### src/sv/clts_pkg.sv
// shared types, token kinds and scanner mode codes for the token scanner
package clts_pkg;

    localparam int PosWidthDefault   = 24;
    localparam int KeywordMaxDefault = 6;
    localparam int OutPosWidth       = 24;

    typedef enum logic [3:0] {
        M_IDLE, M_OP, M_INT, M_IDENT, M_CH_OPEN, M_CH_ESC, M_CH_CLOSE, M_STR, M_STR_ESC
    } scan_mode_t;

    localparam logic [5:0] K_EOF      = 6'd0;
    localparam logic [5:0] K_PLUS     = 6'd1;
    localparam logic [5:0] K_MINUS    = 6'd2;
    localparam logic [5:0] K_STAR     = 6'd3;
    localparam logic [5:0] K_SLASH    = 6'd4;
    localparam logic [5:0] K_PERCENT  = 6'd5;
    localparam logic [5:0] K_BANG     = 6'd7;
    localparam logic [5:0] K_LT       = 6'd9;
    localparam logic [5:0] K_GT       = 6'd11;
    localparam logic [5:0] K_AND      = 6'd13;
    localparam logic [5:0] K_OR       = 6'd15;
    localparam logic [5:0] K_LPAREN   = 6'd16;
    localparam logic [5:0] K_RPAREN   = 6'd17;
    localparam logic [5:0] K_LBRACE   = 6'd18;
    localparam logic [5:0] K_RBRACE   = 6'd19;
    localparam logic [5:0] K_EQ       = 6'd21;
    localparam logic [5:0] K_SEMI     = 6'd22;
    localparam logic [5:0] K_COMMA    = 6'd23;
    localparam logic [5:0] K_CHARLIT  = 6'd24;
    localparam logic [5:0] K_STRLIT   = 6'd25;
    localparam logic [5:0] K_INTLIT   = 6'd26;
    localparam logic [5:0] K_IDENT    = 6'd27;
    localparam logic [5:0] K_KWINT    = 6'd28;
    localparam logic [5:0] K_INVALID  = 6'd36;

    localparam logic [1:0] E_NONE    = 2'd0;
    localparam logic [1:0] E_BADCHAR = 2'd1;
    localparam logic [1:0] E_UNTERM  = 2'd2;
    localparam logic [1:0] E_UNEXP   = 2'd3;

    // one classified byte handed from front to back
    typedef struct packed {
        logic       action;
        logic [7:0] char_code;
    } scan_item_t;

    // one token handed to the output stage
    typedef struct packed {
        logic [5:0]             kind;
        logic [OutPosWidth-1:0] start_pos;
        logic [OutPosWidth-1:0] end_pos;
        logic [1:0]             err;
        logic                   last;
    } token_t;

    function automatic logic is_digit(input logic [7:0] c);
        return (c >= 8'h30) && (c <= 8'h39);
    endfunction

    function automatic logic is_alpha(input logic [7:0] c);
        return ((c >= 8'h61) && (c <= 8'h7a)) || ((c >= 8'h41) && (c <= 8'h5a));
    endfunction

    function automatic logic is_space(input logic [7:0] c);
        return (c == 8'h20) || ((c >= 8'h09) && (c <= 8'h0d));
    endfunction

    function automatic logic [5:0] op_single(input logic [7:0] op);
        logic [5:0] k;
        unique case (op)
            8'h21:   k = K_BANG;
            8'h3c:   k = K_LT;
            8'h3e:   k = K_GT;
            8'h26:   k = K_AND;
            8'h7c:   k = K_OR;
            default: k = K_EQ;
        endcase
        return k;
    endfunction

    // keyword text, 8 bytes each, zero padded
    function automatic logic [63:0] kw_word(input logic [2:0] i);
        logic [63:0] w;
        unique case (i)
            3'd0: w = {"int",    40'h0};
            3'd1: w = {"if",     48'h0};
            3'd2: w = {"else",   32'h0};
            3'd3: w = {"while",  24'h0};
            3'd4: w = {"for",    40'h0};
            3'd5: w = {"return", 16'h0};
            3'd6: w = {"char",   32'h0};
            default: w = {"extrn", 24'h0};
        endcase
        return w;
    endfunction

    function automatic logic [3:0] kw_len(input logic [2:0] i);
        logic [3:0] n;
        unique case (i)
            3'd0, 3'd4: n = 4'd3;
            3'd1:       n = 4'd2;
            3'd2, 3'd6: n = 4'd4;
            3'd3, 3'd7: n = 4'd5;
            default:    n = 4'd6;
        endcase
        return n;
    endfunction

endpackage

### src/sv/clts_front.sv
// two-entry queue between the input port and the scanner core
module clts_front (
    input  logic                clk,
    input  logic                rst_n,
    input  logic                in_valid,
    output logic                in_stall,
    input  clts_pkg::scan_item_t in_item,
    output logic                q_valid,
    input  logic                q_take,
    output clts_pkg::scan_item_t q_item
);
    import clts_pkg::*;

    scan_item_t buf_reg [2];
    logic [1:0] cnt_reg, cnt_next;
    logic       rd_reg, rd_next;
    logic       wr_reg, wr_next;
    logic       push, pop;

    assign in_stall = (cnt_reg == 2'd2);
    assign push     = in_valid && !in_stall;
    assign q_valid  = (cnt_reg != 2'd0);
    assign pop      = q_take && q_valid;
    assign q_item   = buf_reg[rd_reg];

    always_comb
    begin
        cnt_next = cnt_reg + {1'b0, push} - {1'b0, pop};
        rd_next  = rd_reg ^ pop;
        wr_next  = wr_reg ^ push;
    end

    always_ff @(posedge clk or negedge rst_n)
    begin
        if (!rst_n)
        begin
            cnt_reg <= '0;
            rd_reg  <= 1'b0;
            wr_reg  <= 1'b0;
        end
        else
        begin
            cnt_reg <= cnt_next;
            rd_reg  <= rd_next;
            wr_reg  <= wr_next;
        end
    end

    always_ff @(posedge clk)
    begin
        if (push)
        begin
            buf_reg[wr_reg] <= in_item;
        end
    end

`ifndef SYNTHESIS
    a_no_overflow: assert property (@(posedge clk) disable iff (!rst_n)
        cnt_reg == 2'd2 |-> !push || pop)
        else $error("queue overflow");
    a_no_underflow: assert property (@(posedge clk) disable iff (!rst_n)
        cnt_reg == 2'd0 |-> !pop)
        else $error("queue underflow");
    a_count_step: assert property (@(posedge clk) disable iff (!rst_n)
        push && !pop |=> cnt_reg == $past(cnt_reg) + 2'd1)
        else $error("queue count");
`endif
endmodule

### src/sv/clts_back.sv
// scanner core: mode machine, positions, keyword buffer and token output register
module clts_back #(
    parameter int POS_WIDTH   = clts_pkg::PosWidthDefault,
    parameter int KEYWORD_MAX = clts_pkg::KeywordMaxDefault
) (
    input  logic                 clk,
    input  logic                 rst_n,
    input  logic                 q_valid,
    output logic                 q_take,
    input  clts_pkg::scan_item_t q_item,
    output logic                 out_valid,
    input  logic                 out_stall,
    output clts_pkg::token_t     out_tok
);
    import clts_pkg::*;

    localparam int KlW = $clog2(KEYWORD_MAX + 2);
    localparam int KiW = $clog2(KEYWORD_MAX);
    localparam logic [POS_WIDTH-1:0] PosMax = {POS_WIDTH{1'b1}};

    scan_mode_t           mode_reg, mode_next;
    logic [7:0]           op_reg, op_next;
    logic [POS_WIDTH-1:0] ts_reg, ts_next, cp_reg, cp_next;
    logic [7:0]           kb_reg [KEYWORD_MAX];
    logic [KlW-1:0]       kl_reg, kl_next;
    logic                 kb_we;
    logic [KiW-1:0]       kb_idx;

    // output stage: up to two tokens, second one held until the first is taken
    token_t               o0_reg, o1_reg;
    logic                 v0_reg, v1_reg;

    token_t               t_a, t_b;
    logic                 n_a, n_b;
    logic                 can_take;
    logic [5:0]           id_kind;
    logic [7:0]           c;
    logic [POS_WIDTH-1:0] cp1;
    logic [OutPosWidth-1:0] ts_o, cp_o, cp1_o;

    function automatic logic [POS_WIDTH-1:0] sat_inc(input logic [POS_WIDTH-1:0] p);
        return (p == PosMax) ? p : p + 1'b1;
    endfunction

    function automatic logic [OutPosWidth-1:0] low_pos(input logic [POS_WIDTH-1:0] p);
        logic [OutPosWidth+POS_WIDTH-1:0] w;
        w = {{OutPosWidth{1'b0}}, p};
        return w[OutPosWidth-1:0];
    endfunction

    // keyword match over the buffered bytes
    always_comb
    begin
        logic hit;
        logic [KlW-1:0] len;
        logic [63:0] word;
        id_kind = K_IDENT;
        for (int i = 0; i < 8; i++)
        begin
            len  = KlW'(kw_len(3'(i)));
            word = kw_word(3'(i));
            hit  = (kl_reg == len);
            for (int j = 0; j < KEYWORD_MAX; j++)
            begin
                if (j < 8 && KlW'(j) < kl_reg)
                begin
                    if (kb_reg[j] != word[63-8*j -: 8])
                    begin
                        hit = 1'b0;
                    end
                end
            end
            if (hit && id_kind == K_IDENT)
            begin
                id_kind = K_KWINT + 6'(i);
            end
        end
    end

    assign can_take = !v1_reg && (!v0_reg || !out_stall);
    assign q_take   = can_take;
    assign c        = q_item.char_code;
    assign cp1      = sat_inc(cp_reg);
    assign ts_o     = low_pos(ts_reg);
    assign cp_o     = low_pos(cp_reg);
    assign cp1_o    = low_pos(cp1);

    // idle-mode scan of c with the token starting at position s
    function automatic void idle_scan(
        input  logic [7:0]           ch,
        input  logic [POS_WIDTH-1:0] s,
        output logic                 emit,
        output logic [5:0]           kind,
        output logic [1:0]           err,
        output scan_mode_t           nm
    );
        emit = 1'b1;
        kind = K_INVALID;
        err  = E_NONE;
        nm   = M_IDLE;
        unique case (ch)
            8'h2b: kind = K_PLUS;
            8'h2d: kind = K_MINUS;
            8'h2a: kind = K_STAR;
            8'h2f: kind = K_SLASH;
            8'h25: kind = K_PERCENT;
            8'h28: kind = K_LPAREN;
            8'h29: kind = K_RPAREN;
            8'h7b: kind = K_LBRACE;
            8'h7d: kind = K_RBRACE;
            8'h3b: kind = K_SEMI;
            8'h2c: kind = K_COMMA;
            8'h21, 8'h3c, 8'h3e, 8'h26, 8'h7c, 8'h3d:
            begin
                emit = 1'b0;
                nm   = M_OP;
            end
            8'h27:
            begin
                emit = 1'b0;
                nm   = M_CH_OPEN;
            end
            8'h22:
            begin
                emit = 1'b0;
                nm   = M_STR;
            end
            default:
            begin
                if (is_space(ch))
                begin
                    emit = 1'b0;
                end
                else if (is_digit(ch))
                begin
                    emit = 1'b0;
                    nm   = M_INT;
                end
                else if (is_alpha(ch))
                begin
                    emit = 1'b0;
                    nm   = M_IDENT;
                end
                else
                begin
                    err = E_UNEXP;
                end
            end
        endcase
        if (s == '0)
        begin
            err = err;
        end
    endfunction

    always_comb
    begin
        logic       ie;
        logic [5:0] ik;
        logic [1:0] ier;
        scan_mode_t inm;
        logic       rescan;
        logic [7:0] want;

        mode_next = mode_reg;
        op_next   = op_reg;
        ts_next   = ts_reg;
        cp_next   = cp_reg;
        kl_next   = kl_reg;
        kb_we     = 1'b0;
        kb_idx    = '0;
        n_a       = 1'b0;
        n_b       = 1'b0;
        t_a       = '0;
        t_b       = '0;
        rescan    = 1'b0;
        ie        = 1'b0;
        ik        = K_INVALID;
        ier       = E_NONE;
        inm       = M_IDLE;
        want      = (op_reg == 8'h26 || op_reg == 8'h7c) ? op_reg : 8'h3d;

        if (q_valid && can_take)
        begin
            if (q_item.action)
            begin
                n_a = (mode_reg != M_IDLE);
                t_a.start_pos = ts_o;
                t_a.end_pos   = cp_o;
                unique case (mode_reg)
                    M_OP:    t_a.kind = op_single(op_reg);
                    M_INT:   t_a.kind = K_INTLIT;
                    M_IDENT: t_a.kind = (kl_reg > KlW'(KEYWORD_MAX)) ? K_IDENT : id_kind;
                    M_CH_OPEN, M_CH_ESC, M_CH_CLOSE:
                    begin
                        t_a.kind = K_CHARLIT;
                        t_a.err  = E_BADCHAR;
                    end
                    M_STR, M_STR_ESC:
                    begin
                        t_a.kind = K_STRLIT;
                        t_a.err  = E_UNTERM;
                    end
                    default: t_a.kind = K_EOF;
                endcase
                // eof goes in the first slot when nothing was pending
                if (mode_reg == M_IDLE)
                begin
                    n_a = 1'b1;
                    t_a.start_pos = cp_o;
                    t_a.end_pos   = cp_o;
                end
                else
                begin
                    n_b = 1'b1;
                    t_b.kind      = K_EOF;
                    t_b.start_pos = cp_o;
                    t_b.end_pos   = cp_o;
                end
                mode_next = M_IDLE;
                ts_next   = cp_reg;
            end
            else
            begin
                unique case (mode_reg)
                    M_OP:
                    begin
                        n_a = 1'b1;
                        t_a.start_pos = ts_o;
                        mode_next = M_IDLE;
                        if (c == want)
                        begin
                            cp_next     = cp1;
                            t_a.kind    = op_single(op_reg) - 6'd1;
                            t_a.end_pos = cp1_o;
                        end
                        else
                        begin
                            t_a.kind    = op_single(op_reg);
                            t_a.end_pos = cp_o;
                            rescan      = 1'b1;
                        end
                    end
                    M_INT:
                    begin
                        if (is_digit(c))
                        begin
                            cp_next = cp1;
                        end
                        else
                        begin
                            n_a = 1'b1;
                            t_a.kind = K_INTLIT;
                            t_a.start_pos = ts_o;
                            t_a.end_pos = cp_o;
                            rescan = 1'b1;
                        end
                    end
                    M_IDENT:
                    begin
                        if (is_digit(c) || is_alpha(c))
                        begin
                            cp_next = cp1;
                            if (kl_reg < KlW'(KEYWORD_MAX))
                            begin
                                kb_we   = 1'b1;
                                kb_idx  = kl_reg[KiW-1:0];
                                kl_next = kl_reg + 1'b1;
                            end
                            else
                            begin
                                kl_next = KlW'(KEYWORD_MAX + 1);
                            end
                        end
                        else
                        begin
                            n_a = 1'b1;
                            t_a.kind = (kl_reg > KlW'(KEYWORD_MAX)) ? K_IDENT : id_kind;
                            t_a.start_pos = ts_o;
                            t_a.end_pos = cp_o;
                            rescan = 1'b1;
                        end
                    end
                    M_CH_OPEN:
                    begin
                        cp_next   = cp1;
                        mode_next = (c == 8'h5c) ? M_CH_ESC : M_CH_CLOSE;
                    end
                    M_CH_ESC:
                    begin
                        cp_next   = cp1;
                        mode_next = M_CH_CLOSE;
                    end
                    M_CH_CLOSE:
                    begin
                        cp_next   = cp1;
                        mode_next = M_IDLE;
                        n_a = 1'b1;
                        t_a.kind = K_CHARLIT;
                        t_a.start_pos = ts_o;
                        t_a.end_pos = cp1_o;
                        t_a.err = (c == 8'h27) ? E_NONE : E_BADCHAR;
                    end
                    M_STR:
                    begin
                        cp_next = cp1;
                        t_a.kind = K_STRLIT;
                        t_a.start_pos = ts_o;
                        t_a.end_pos = cp1_o;
                        if (c == 8'h22)
                        begin
                            mode_next = M_IDLE;
                            n_a = 1'b1;
                        end
                        else if (c == 8'h0a)
                        begin
                            mode_next = M_IDLE;
                            n_a = 1'b1;
                            t_a.err = E_UNTERM;
                        end
                        else if (c == 8'h5c)
                        begin
                            mode_next = M_STR_ESC;
                        end
                    end
                    M_STR_ESC:
                    begin
                        cp_next   = cp1;
                        mode_next = M_STR;
                    end
                    default: rescan = 1'b1;
                endcase

                if (rescan)
                begin
                    idle_scan(c, cp_reg, ie, ik, ier, inm);
                    ts_next   = cp_reg;
                    cp_next   = cp1;
                    mode_next = inm;
                    if (inm == M_OP)
                    begin
                        op_next = c;
                    end
                    if (inm == M_IDENT)
                    begin
                        kb_we   = 1'b1;
                        kb_idx  = '0;
                        kl_next = KlW'(1);
                    end
                    if (ie)
                    begin
                        if (n_a)
                        begin
                            n_b = 1'b1;
                            t_b.kind = ik;
                            t_b.err = ier;
                            t_b.start_pos = cp_o;
                            t_b.end_pos = cp1_o;
                        end
                        else
                        begin
                            n_a = 1'b1;
                            t_a.kind = ik;
                            t_a.err = ier;
                            t_a.start_pos = cp_o;
                            t_a.end_pos = cp1_o;
                        end
                    end
                end
            end
        end
        t_a.last = !n_b;
        t_b.last = 1'b1;
    end

    assign out_valid = v0_reg;
    assign out_tok   = o0_reg;

    always_ff @(posedge clk or negedge rst_n)
    begin
        if (!rst_n)
        begin
            mode_reg <= M_IDLE;
            op_reg   <= '0;
            ts_reg   <= '0;
            cp_reg   <= '0;
            kl_reg   <= '0;
            v0_reg   <= 1'b0;
            v1_reg   <= 1'b0;
        end
        else
        begin
            mode_reg <= mode_next;
            op_reg   <= op_next;
            ts_reg   <= ts_next;
            cp_reg   <= cp_next;
            kl_reg   <= kl_next;
            if (v1_reg)
            begin
                if (!out_stall)
                begin
                    v1_reg <= 1'b0;
                end
            end
            else if (can_take)
            begin
                v0_reg <= n_a;
                v1_reg <= n_b;
            end
        end
    end

    always_ff @(posedge clk)
    begin
        if (v1_reg)
        begin
            if (!out_stall)
            begin
                o0_reg <= o1_reg;
            end
        end
        else if (can_take)
        begin
            o0_reg <= t_a;
            o1_reg <= t_b;
        end
        if (kb_we)
        begin
            kb_reg[kb_idx] <= c;
        end
    end

`ifndef SYNTHESIS
    a_second_needs_first: assert property (@(posedge clk) disable iff (!rst_n)
        v1_reg |-> v0_reg)
        else $error("second token without first");
    a_hold_when_stalled: assert property (@(posedge clk) disable iff (!rst_n)
        v0_reg && out_stall |=> v0_reg && $stable(o0_reg))
        else $error("token dropped under stall");
    a_pos_monotonic: assert property (@(posedge clk) disable iff (!rst_n)
        1'b1 |=> cp_reg >= $past(cp_reg))
        else $error("position went backward");
    a_kl_range: assert property (@(posedge clk) disable iff (!rst_n)
        kl_reg <= KlW'(KEYWORD_MAX + 1))
        else $error("keyword length out of range");
`endif
endmodule

### src/sv/c_like_token_scanner_top.sv
// top level of the streaming token scanner: input queue plus scanner core
// path: a byte is registered in the queue, scanned from there by the core, its token registered
// throughput: one item per cycle while the output is not stalled; an item giving two tokens holds the core
// the hold comes from the single-token output port draining the second token
// reset: rst_n asynchronous active low clears the mode, positions, queue and output valid
// the keyword buffer has no reset; only bytes written since the identifier began are read
module c_like_token_scanner_top #(
    parameter int POS_WIDTH   = clts_pkg::PosWidthDefault,
    parameter int KEYWORD_MAX = clts_pkg::KeywordMaxDefault
) (
    input  logic        clk,
    input  logic        rst_n,
    input  logic        in_valid,
    output logic        in_stall,
    input  logic        action,
    input  logic [7:0]  char_code,
    output logic        out_valid,
    input  logic        out_stall,
    output logic [5:0]  token_kind,
    output logic [23:0] start_pos,
    output logic [23:0] end_pos,
    output logic [1:0]  error_code,
    output logic        last
);
    import clts_pkg::*;

    scan_item_t in_item, q_item;
    token_t     tok;
    logic       q_valid, q_take;

    // front part: registered two-entry queue so the core may stall independently
    assign in_item.action    = action;
    assign in_item.char_code = char_code;

    clts_front u_front (
        .clk      (clk),
        .rst_n    (rst_n),
        .in_valid (in_valid),
        .in_stall (in_stall),
        .in_item  (in_item),
        .q_valid  (q_valid),
        .q_take   (q_take),
        .q_item   (q_item)
    );

    // back part: scan mode machine and token output register
    clts_back #(
        .POS_WIDTH   (POS_WIDTH),
        .KEYWORD_MAX (KEYWORD_MAX)
    ) u_back (
        .clk       (clk),
        .rst_n     (rst_n),
        .q_valid   (q_valid),
        .q_take    (q_take),
        .q_item    (q_item),
        .out_valid (out_valid),
        .out_stall (out_stall),
        .out_tok   (tok)
    );

    assign token_kind = tok.kind;
    assign start_pos  = tok.start_pos;
    assign end_pos    = tok.end_pos;
    assign error_code = tok.err;
    assign last       = tok.last;

`ifndef SYNTHESIS
    a_eof_is_last: assert property (@(posedge clk) disable iff (!rst_n)
        out_valid && token_kind == K_EOF |-> last)
        else $error("eof not marked last");
    a_start_le_end: assert property (@(posedge clk) disable iff (!rst_n)
        out_valid && POS_WIDTH <= 24 |-> start_pos <= end_pos)
        else $error("token start after end");
    a_unexpected_kind: assert property (@(posedge clk) disable iff (!rst_n)
        out_valid && error_code == E_UNEXP |-> token_kind == K_INVALID)
        else $error("unexpected-char error on wrong kind");
`endif
endmodule

### config.mk
export PLATFORM = sky130hd
export DESIGN_NAME = c_like_token_scanner_top
export DESIGN_NICKNAME = d
export VERILOG_FILES = /design/src/sv/clts_pkg.sv /design/src/sv/clts_front.sv /design/src/sv/clts_back.sv /design/src/sv/c_like_token_scanner_top.sv
export SDC_FILE = /design/constraint.sdc
export NUM_CORES = 1
export LEC_CHECK = 0
export BUFFER_PORTS_ARGS = -buffer_cell sky130_fd_sc_hd__buf_2
export CAP_MARGIN = 20
export CORE_ASPECT_RATIO = 0.8
export CORE_UTILIZATION = 42
export CTS_CLUSTER_SIZE = 20
export DETAILED_ROUTE_END_ITERATION = 8
export GPL_ROUTABILITY_DRIVEN = 0
export GPL_TIMING_DRIVEN = 1
export PLACE_DENSITY_LB_ADDON = 0.12
export SYNTH_ARGS = -nofsm -noshare
export SYNTH_HDL_FRONTEND = slang
export SYNTH_SLANG_ARGS = --single-unit
### constraint.sdc
create_clock -name clk -period 9.7 [get_ports clk]
set_input_delay 0.485 -clock clk [delete_from_list [all_inputs] [get_ports clk]]
set_output_delay 0.485 -clock clk [all_outputs]
set_load 0.02 [all_outputs]
* After elaboration in Yosys (flattened, before gate mapping)
Memory sizes are Yosys's and may differ from the RTL's. Cells that the tools add are included.
Operators by class: reductions and logical operators 51, bitwise gates (word level) 8, mux-type cells 217, $add $sub $neg 5, $lt $le $gt $ge 16, equal/unequal tests 82
Operators by type and width (number):
- 56-bit 2-to-1 mux | 8
- 54-bit one-hot mux with 5 select lines | 1
- 8-bit by 7-bit != test with 1-bit output, second input constant | 26
- 57-bit 2-to-1 mux | 3
- 8-bit by 6-bit equality test with 1-bit output, second input constant | 21
- 24-bit 2-to-1 mux | 7
- 1-bit 2-to-1 mux | 137
- 54-bit 2-to-1 mux | 2
- 48-bit 2-to-1 mux | 2
- 24-bit one-hot mux with 4 select lines | 1
- 6-bit 2-to-1 mux | 13
- 6-bit one-hot mux with 11 select lines | 1
- 53-bit 2-to-1 mux | 1
- 8-bit by 7-bit equality test with 1-bit output, second input constant | 5
- 4-bit 2-to-1 mux | 10
- 3-bit 2-to-1 mux | 13
- 6-bit by 5-bit equality test with 1-bit output, second input constant | 6
- 8-bit nonzero test | 4
- 6-bit one-hot mux with 5 select lines | 1
- 5-bit one-hot mux with 5 select lines | 1
- 24-bit by 1-bit adder with 24-bit output, second input constant | 1
- 24-bit equality test, second input constant | 1
- 4-bit one-hot mux with 5 select lines | 1
- 19-bit OR reduction | 1
- other kinds (54) | 112
Storage, ports and cells: output and inout bits 59, memories 2, bits in registers 182, input bits 13, logic and storage cells 400, bits in writable memories 66
Memory list:
- u_back.kb_reg | depth 6, bits a word 8, rd ports 6, clocked after Yosys merged registers in 0, write ports 1, line clts_back.sv:24 | logic [7:0] kb_reg [KEYWORD_MAX];
- u_front.buf_reg | depth 2, bits a word 9, rd ports 1, clocked after Yosys merged registers in 0, write ports 1, line clts_front.sv:14 | scan_item_t buf_reg [2];

* Depth between registers and ports, before layout
Gate-level depths: netlist of the first run. An unclocked memory read counts as a cell.
depth in word-level cells 46, depth in mapped cells 14, gate-level depth less buffers 10

* Modules after synthesis
From an unflattened synthesis of the first run, not the netlist that was laid out.
Unflattened totals: cells, all modules 1239, area, all modules 13182.6 sq um
Modules (own cells, without submodules):
- clts_back | times used 1, sequential area each 6401.1 sq um, area an instance 12273.0 sq um, cells each 1191
- clts_front | times used 1, sequential area each 640.6 sq um, area an instance 909.6 sq um, cells each 48

* Worst setup path after synthesis of the first run
OpenSTA, ideal clock, no wires.
path kind in2reg, start input port out_stall, end memory u_back.kb_reg[1][0] (enable), cell stages on the path 7, buffers on the path 0, setup time 0.383 ns, data required time 9.317 ns, slack 3.917 ns, arrival 5.400 ns, path through a21oi_1 o21ai_1 inv_1 nand2_1 nor3_1 nand2_1 nor3_1
Between the ends: cells in the longest elaborated chain, start to end 7, elaborated cells between the ends (all ways) 8, classes of those cells mux (4); reduce/logical (4)
RTL lines:
- start, declared | line c_like_token_scanner_top.sv:18 | input logic out_stall,
- 1-bit logical NOT (*) | line clts_back.sv:80 | assign can_take = !v1_reg && (!v0_reg || !out_stall);
- 1-bit logical OR (*) | line clts_back.sv:80
- 1-bit logical AND (*) | line clts_back.sv:80
- 1-bit logical AND (*) | line clts_back.sv:183 | if (q_valid && can_take)
- 1-bit 2-to-1 mux | line clts_back.sv:183
- 1-bit 2-to-1 mux | line clts_back.sv:427 | if (kb_we)
- 1-bit 2-to-1 mux (implied by the code) | line clts_back.sv:429 | kb_reg[kb_idx] <= c;
- end, declared | line clts_back.sv:24
Mark *: on every way between the ends. The rest lies on a longest branch, timed or not.

==> impl.org, run 1 <==
** Outcome
- The run finished with clean final reports.

** Timing
- Largest clock skew in the final design :: 13.20 ps
- Final worst setup slack :: between 5000 and 6000 ps
- Summed over all failing endpoints, the final setup total negative slack is 0 ps.
- Share of the cycle needed by the critical path after routing :: 43.48%
- Setup repair after global routing left no endpoint under its margin.
- The clock period could shrink to between 4000 and 5000 ps.
- The worst pin sits at a relative slew slack of 30.32%.
- Setup violations remaining at the end of the flow were counted as 0.
- Max Clock Freq :: 237.1 MHz
- Transition time at the pin with the least slew margin :: 1045 ps
- Count of final hold-check violations :: 0
- The number of pins exceeding their max-slew limit in the final report was 0.

** Critical path
- Arrival time reported for the critical path endpoint :: 4500 ps
- Setup slack on the worst reg-to-reg path comes out at 5480 ps.
- The worst setup path is launched from a flip-flop.
- Terminus of the critical flop-to-flop path :: u_back.out_tok[4]
- The worst register-to-register path has a depth of 13.
- Startpoint of the most critical register-to-register path :: u_front.rd_reg
- Data on the critical path is required at its endpoint by approximately 10000 ps.
- The worst setup path is captured at a flip-flop.
- In this run the worst path has a maximum fanout of 38.
- Setup Crit Path Kind :: flip-flop to flip-flop

** Clock tree
- Maximum count of clock buffers along a single path :: 3
- CTS clock-pin slew for the worst setup and hold paths :: 70 ps
- For the worst-skew pair, the clock arrives at the later sink with an insertion delay of about 530 ps.
- TritonCTS built the clock tree.
- CTS saw 246 sinks.
- Post-CTS Setup Inserts :: 0
- In this run the clock root is driven by a sky130_fd_sc_hd__clkbuf_16.
- Deepest level of the CTS H-tree :: 1
- The number of clock buffers added by TritonCTS is 26.

** Final layout
- Layout cells sized above 1 :: 15.27%
- For this run, the share of the core covered by cells in the final layout is 48.28%.
- Post-layout net count :: 1,258
- Number of antenna cells inserted :: 0
- The layout has 2,743 filler cells.
- Area of all placed cells without fillers :: around 14,000 µm²
- Flip-flop count of the largest register after layout :: 57
- Relative to the synthesized area, the layout overhead comes to 12.33%.

** Pwr
- Pwr/cell area :: 290.4 nW/µm²
- The analysis attributes to cell leakage a power of 5.430 nW.
- IR analysis of the VDD net gives a maximum drop of 232.1 µV.

** Detailed routing
- Routed Antenna Nets :: 0
- Summed over all layers, the routed wires come to 35,290 µm.
- In the routed design, unresolved DRC markers number 0.
- First-pass DRT Iterations :: 5
- After detailed routing, the number of vias per cell comes to 6.071.
- After detailed routing, the average wire length per cell comes to 21.60 µm.
- Detailed-route via count :: 9,920
- After the first detailed-routing iteration, the DRC count stood at 986.

** Die
- Die outline area :: between 30,000 and 40,000 µm²
- Standard cell core area :: roughly 29,000 µm²
- Count of pins on the block boundary :: 72
- In this run the horizontal extent of the chip is 196.0 µm.
- Measured along the y axis, the die boundary spans ~160 µm.
- Starting utilization of the core area :: 42.98%
- After floorplanning, the core was divided into 56 placement rows.

** Global routing
- The first global-routing pass estimated roughly 55,000 µm of wire.
- Number of global-route vias before repair :: 9,328
- Remaining Overflow, GRT :: 0
- GRT Resource Usage Total :: 23.20%
- Initial antenna violation count :: 1
- Entering global routing, the biggest net connects 58 pins.

** Yosys
- Most frequent cells after synthesis :: 177 x sky130_fd_sc_hd__edfxtp_1, 114 x sky130_fd_sc_hd__nand2_1, 96 x sky130_fd_sc_hd__nor2_1, 95 x sky130_fd_sc_hd__o21ai_0, 69 x sky130_fd_sc_hd__dfrtp_1
- Leading register cell type out of synthesis :: sky130_fd_sc_hd__edfxtp_1
- Number of synthesis warnings :: 0
- Syn avg cell area :: about 11 µm²
- Dominant cell by count in the synthesized netlist :: sky130_fd_sc_hd__edfxtp_1
- In this run, synthesis inferred 177 flip-flops with an integrated enable.
- FF+latch count, synth :: ~250
- Ranked by total cell area, the synthesized netlist is headed by sky130_fd_sc_hd__edfxtp_1 42%, sky130_fd_sc_hd__dfrtp_1 14%, sky130_fd_sc_hd__o21ai_0 3.8%, sky130_fd_sc_hd__nand2_1 3.4%, sky130_fd_sc_hd__nor2_1 2.8%.
- Proportion of synthesized flip-flops having asynchronous set or reset :: 28.05%
- Gate count after technology mapping :: 1,186
- In this run, distinct cell masters in the synthesized netlist total 84.
- The biggest area contributor in the post-synthesis netlist is sky130_fd_sc_hd__edfxtp_1.
- Total nets after synthesis :: roughly 1,200
- For this run, the register share of the synthesized area comes to about 56%.
- Post-synth top area share :: 42.02%
- Cell area after technology mapping :: 12,650 µm²

** Placement
- Port Buffer Count :: 71
- HPWL after DPL :: 23,370 µm
- Cell Area, Placed :: approximately 13,000 µm²
- Before CTS, the worst setup slack after placement is 5312 ps.

** Hold path
- Along the worst hold path, the cell count comes to 1.
- The startpoint identified for the worst hold timing path is char_code[5].
- Type of the most critical hold path :: input pin to flip-flop
- Min-Delay Endpoint :: u_front.buf_reg[0][5]

** Job
- Reported max-cap violation count :: 0
==> stage by stage <==
stage	hold slack (ps)	total power, mW	std cells
floorplan	189.4	2.622	1186
global placement	490.1	3.132	1580
detailed placement	497.5	3.137	1581
CTS	121.4	4.134	1630
global route	127.2	4.339	1634
finish	143.0	4.126	1634
==> power by group <==
group / leakage, nW / internal (mW) / switching, mW
combinational: 2.36 / 0.432 / 1.04
sequential: 2.66 / 1.49 / 0.176
clock: 0.411 / 0.577 / 0.409
==> critical path, stage by stage, from the launching register on <==
cell,delay (ps)
sky130_fd_sc_hd__dfrtp_1,370
sky130_fd_sc_hd__buf_4,360
sky130_fd_sc_hd__mux2i_2,380
sky130_fd_sc_hd__inv_1,250
sky130_fd_sc_hd__nor4_1,320
sky130_fd_sc_hd__a31oi_1,80
sky130_fd_sc_hd__a211oi_2,400
sky130_fd_sc_hd__o211ai_1,130
sky130_fd_sc_hd__buf_4,220
sky130_fd_sc_hd__nand3_4,140
sky130_fd_sc_hd__o21a_1,450
sky130_fd_sc_hd__buf_4,400
sky130_fd_sc_hd__o21ai_0,120
sky130_fd_sc_hd__a221o_1,320
==> cell families after synthesis <==
family | after synthesis | synth area share [%]
flip-flops | 246 | 55.67
AND/OR/NAND/NOR | 456 | 18.59
adder cells (fa/ha/maj) | 8 | 0.7914
AO/OA/AOI/OAI | 305 | 16.13
buffers and inverters | 105 | 3.492
multiplexers | 39 | 3.452
XOR/XNOR | 27 | 1.870
==> per-layer routing <==
layer | track usage [%] | routed length (µm) | vias to the layer above
met5 | 0 | 0 | -
met3 | 3.985 | 2806 | 40
met1 | 36.58 | 17490 | 4830
met4 | 5.208 | 699 | 0
met2 | 32.72 | 14290 | 459
li1 | - | - | 4591
==> area by class of cell <==
cell class	instances	area, µm²	area share, %
Sequential cell	246	7043	49.57
Multi-Input combinational cell	835	5196	36.57
Clock buffer	37	733.2	5.161
Timing Repair Buffer	96	543.0	3.822
Tap cell	377	471.7	3.320
Inverter	32	120.1	0.8454
Clock inverter	11	100.1	0.7045
==> worst max path at each step <==
stage / from / endpoint / cells past startpoint
after CTS: u_back.out_valid / u_back.kb_reg[3][5] / 9
after detailed placement: out_stall / u_back.kb_reg[1][5] / 10
after floorplan: out_stall / u_back.kb_reg[1][0] / 7
final: u_front.rd_reg / u_back.out_tok[4] / 13
after global routing: u_front.rd_reg / u_back.out_tok[4] / 13
after global placement: out_stall / u_back.kb_reg[3][3] / 10
==> cell usage in the layout (no fill, tap or decap), types with 8 or more instances in the layout <==
| cell | count |
|---|---|
| sky130_fd_sc_hd__inv_1 | 31 |
| sky130_fd_sc_hd__xor2_1 | 10 |
| sky130_fd_sc_hd__ha_1 | 8 |
| sky130_fd_sc_hd__dfrtp_1 | 68 |
| sky130_fd_sc_hd__xnor2_1 | 17 |
| sky130_fd_sc_hd__nand3_1 | 46 |
| sky130_fd_sc_hd__mux2_2 | 31 |
| sky130_fd_sc_hd__clkbuf_16 | 27 |
| sky130_fd_sc_hd__nor2b_1 | 31 |
| sky130_fd_sc_hd__o31ai_1 | 36 |
| sky130_fd_sc_hd__o211ai_1 | 10 |
| sky130_fd_sc_hd__a22oi_1 | 28 |
| sky130_fd_sc_hd__a21o_1 | 18 |
| sky130_fd_sc_hd__nor4_1 | 15 |
| sky130_fd_sc_hd__and3_1 | 12 |
| sky130_fd_sc_hd__o31ai_2 | 9 |
| sky130_fd_sc_hd__nand4_1 | 12 |
| sky130_fd_sc_hd__buf_2 | 72 |
| sky130_fd_sc_hd__a21oi_1 | 41 |
| sky130_fd_sc_hd__nand2_1 | 114 |
| sky130_fd_sc_hd__nor2_1 | 95 |
| sky130_fd_sc_hd__buf_4 | 21 |
| sky130_fd_sc_hd__o21ai_0 | 94 |
| sky130_fd_sc_hd__clkbuf_1 | 8 |
| sky130_fd_sc_hd__or3_1 | 11 |
| sky130_fd_sc_hd__nor3_1 | 50 |
| sky130_fd_sc_hd__edfxtp_1 | 177 |
==> repair_timing <==
| item | CTS | global route |
|---|---|---|
| endpoints found under the hold margin | 33 | 0 |
| resized for setup | 0 | 0 |
| hold buffers | 1 | 0 |
Note: power is estimated with default switching activity, not from simulation.
==> inputs of run 2 (changes only) <==
- clock period: 9.7 -> 4.4 ns (I/O delays scaled with it)
==> run 2 against run 1 <==
Against the previous run:
- final area grew 2.2%
- clock power grew 120%
- register-to-register slack lost 5000 ps
- clock skew grew 5.3 ps
- global-route usage grew 0.37 points
- die area is the same
- worst setup slack lost 5000 ps
- routed wire length grew 1.5%
- critical endpoint unchanged
- highest routed layer unchanged
==> impl.org, run 2 (synthesis results as in run 1) <==
** Global routing
- The number of antenna violations at the first check in global routing is 0 (-1).
- The number of global-route vias before repair came to 9,454 (+1.4%).
- The maximum number of pins on one net before global-route repair was 70 (+21%).
- Remaining Overflow, GRT :: 0 (unchanged)
- GRT Resource Usage Total :: 23.57% (+0.37 points)
- First-pass GRT wire length :: 56,190 µm (+1.4%)

** Placement
- The cell count after placement is 1,606 (+1.6%).
- Port Buffer Count :: 71 (unchanged)
- HPWL after DPL :: 24,150 µm (+3.3%)

** Die
- Width of the die :: 196.0 µm (unchanged)
- The starting utilization of the core area was 42.98% (unchanged).
- The number of placement rows is 56 (unchanged).
- Die H :: 157.2 µm (unchanged)
- Count of pins on the block boundary :: 72 (unchanged)
- The core box area is 29,430 µm² (unchanged).
- Die outline area :: 30,820 µm² (unchanged)

** Critical path
- Traced cell by cell, the critical path runs through mux2i_2 -> a311oi_1 -> a311oi_1 -> buf_4 -> a21o_1 -> o211ai_1 -> nand3_4 -> o21a_1 -> buf_4 -> o21ai_0 -> a221o_1.
- The worst setup path is of the flip-flop to flip-flop kind.
- In this run the critical register-to-register path is launched from u_front.rd_reg.
- Tracing the worst setup path back leads to its startpoint at u_front.rd_reg.
- The slowest stage of the critical path is the sky130_fd_sc_hd__dfrtp_1 cell.
- Startpoint type of the worst setup path :: flip-flop
- Arrival time reported for the critical path endpoint :: 4210 ps (-290 ps)
- The number of buffer and inverter stages on the critical path was 2 (-2).
- Slowest Stage Delay on Critical Path :: 770 ps (+320 ps)
- In this design, the largest share of critical-path delay is due to compound AO/OA/AOI/OAI gates.
- The data required time at the worst endpoint came to 4700 ps (-5280 ps).
- STA classifies the critical path endpoint as a flip-flop.
- The worst-path maximum fanout came to 17 (-55%).

** Final layout
- In the layout the commonest cells are 177 x sky130_fd_sc_hd__edfxtp_1, 114 x sky130_fd_sc_hd__nand2_1, 95 x sky130_fd_sc_hd__nor2_1.
- The share of layout cells above drive strength 1 came to 16.81% (+1.5 points).
- Leaving out fill and tap cells, the most frequent cell in the layout is sky130_fd_sc_hd__edfxtp_1.
- Layout Area Growth over Synthesis :: 14.83%
- The net total in the final layout was 1,291 (+2.6%).
- The final cell count without fillers was 1,668 (+2.1%).
- Flip-flop count of the largest register after layout :: 57 (unchanged)
- The final core utilization came to 49.35% (+1.1 points).
- The total inserted antenna cells was 0 (unchanged).

** Detailed routing
- Detailed-route via count :: 10,030 (+1.1%)
- The average via count per standard cell came to 6.011 (-0.99%).
- Met3 routed wirelength :: 2521 µm (-10%)
- Max layer used :: met4
- The first-iteration detailed-routing DRC count is 887 (-10%).
- The routed length per instance is 21.47 µm (-0.59%).
- Final routed wirelength across all metal layers :: 35,810 µm (+1.5%)
- First-pass DRT Iterations :: 8 (+3)
- The number of antenna-violating nets in the routed design was 0 (unchanged).
- Routed length on met2 :: 14,470 µm (+1.2%)
- The total routed wire length on the met1 layer was 18,030 µm (+3.1%).
- The DRC violation count after routing is 0 (unchanged).

** Timing
- The minimum clock period was 3906 ps (-312.5 ps).
- The max-slew headroom at the worst pin was 30.44% (+0.12 points).
- Max Clock Freq :: 256.0 MHz (+8.0%)
- The total of endpoints with negative setup slack in the final report is 0 (unchanged).
- The worst-case clock skew is 18.48 ps (+5.280 ps).
- The final worst hold slack was 158.0 ps (+14.98 ps).
- The count of endpoints failing hold in the final timing report came to 0 (unchanged).
- Setup repair after global routing missed its margin :: no
- Transition time at the pin with the least slew margin :: 1040 ps (-5.084 ps)
- The total negative slack came to 0 ps (unchanged).
- Share of the cycle needed by the critical path after routing :: 88.76% (+45 points)
- Final Slew Violations :: 0 (unchanged)

** Clock tree
- The number of buffers inserted during clock tree synthesis is 27 (+3.8%).
- The total number of H-tree levels was 1 (unchanged).
- Maximum count of clock buffers along a single path :: 3 (unchanged)
- Sink count of the clock tree :: 246 (unchanged)
- CTS clock-pin slew for the worst setup and hold paths :: 60 ps (about the same)
- Cell at the root of the clock tree :: sky130_fd_sc_hd__clkbuf_16
- TritonCTS clock tree :: built
- Later-pin clock latency in the skew report :: 560 ps (+30 ps)
- The number of instances resized during post-cts repair came to 0 (unchanged).

** Hold path
- The startpoint identified for the worst hold timing path is in_valid.
- Type of the most critical hold path :: input pin to flip-flop

** Pwr
- Maximum resistive drop on vdd :: 375.9 µV (+62%)
- The leakage power of the design came to 5.591 nW (+3.0%).
- Pwr/cell area :: 636.4 nW/µm² (+120%)

** Job
- Reported max-cap violation count :: 0 (unchanged)

** Outcome
- Outcome :: complete, no violations
-- run 2: cell count changes in the layout (fill, tap and decap cells not counted) --
cell / delta
sky130_fd_sc_hd__dlygate4sd3_1: +10
sky130_fd_sc_hd__buf_2: -2
sky130_fd_sc_hd__clkinvlp_4: +2
sky130_fd_sc_hd__clkinv_2: -2
sky130_fd_sc_hd__clkbuf_8: +3
sky130_fd_sc_hd__clkbuf_1: +2
sky130_fd_sc_hd__buf_4: +24
sky130_fd_sc_hd__buf_12: +2
sky130_fd_sc_hd__clkinv_1: -3
sky130_fd_sc_hd__bufinv_16: -1
sky130_fd_sc_hd__clkbuf_4: -2
sky130_fd_sc_hd__inv_6: +1
-- run 2: per-layer routing --
metal | track usage, % | vias up
li1 | - | 4664
met1 | 36.97 | 4887
met2 | 33.11 | 421
met3 | 4.285 | 54
met4 | 5.729 | 0
met5 | 0 | -
-- run 2: worst reg2reg max path: stages, from the launching register on --
cell and delay (ps):
sky130_fd_sc_hd__dfrtp_1 770, sky130_fd_sc_hd__mux2i_2 600, sky130_fd_sc_hd__a311oi_1 90, sky130_fd_sc_hd__a311oi_1 320, sky130_fd_sc_hd__buf_4 200, sky130_fd_sc_hd__a21o_1 180
sky130_fd_sc_hd__o211ai_1 180, sky130_fd_sc_hd__nand3_4 190, sky130_fd_sc_hd__o21a_1 480, sky130_fd_sc_hd__buf_4 260, sky130_fd_sc_hd__o21ai_0 80, sky130_fd_sc_hd__a221o_1 310
-- run 2: path summary, 6_finish.rpt --
kind,slack [ps],end,depth (start not counted)
worst max-delay path,490,u_back.out_tok[4],11
worst min-delay path,160,u_front.cnt_reg[0],3
worst max register to register,490,u_back.out_tok[4],11
worst min register to register,500,u_front.cnt_reg[1],1
max in group asynchronous,3580,u_front.cnt_reg[0],3
min in group asynchronous,170,u_back.ts_o[14],2
-- run 2: what timing repair did --
| action | CTS | global route |
|---|---|---|
| hold buffers | 11 | 0 |
| hold endpoints to repair | 89 | 0 |
| setup buffers | 0 | 0 |
-- run 2: report_power, final --
part / switching [mW] / internal, mW
Sequential: 0.385 / 3.28
Clock: 0.926 / 1.28
Combinational: 2.32 / 1.05
Total: 3.63 / 5.61
-- run 2: area by class of cell --
| type | count | area (µm²) |
|---|---|---|
| clock buffers | 42 | 782.0 |
| repair buffers | 128 | 838.3 |
| well taps | 377 | 471.7 |
| flip-flops and latches | 246 | 7043 |
| fillers | 2743 | 14900 |
| inverters | 32 | 120.1 |
| multi-input cells | 835 | 5196 |
| clock inverters | 8 | 72.57 |
-- run 2: stage by stage --
step	cell area [µm²]	worst slack (ps)	power [mW]
global route	14520	264.8	9.735
floorplan	12660	517.0	5.764
finish	14520	494.5	9.243
global placement	13540	547.4	7.002
detailed placement	13540	590.1	7.032
CTS	14500	567.7	9.264
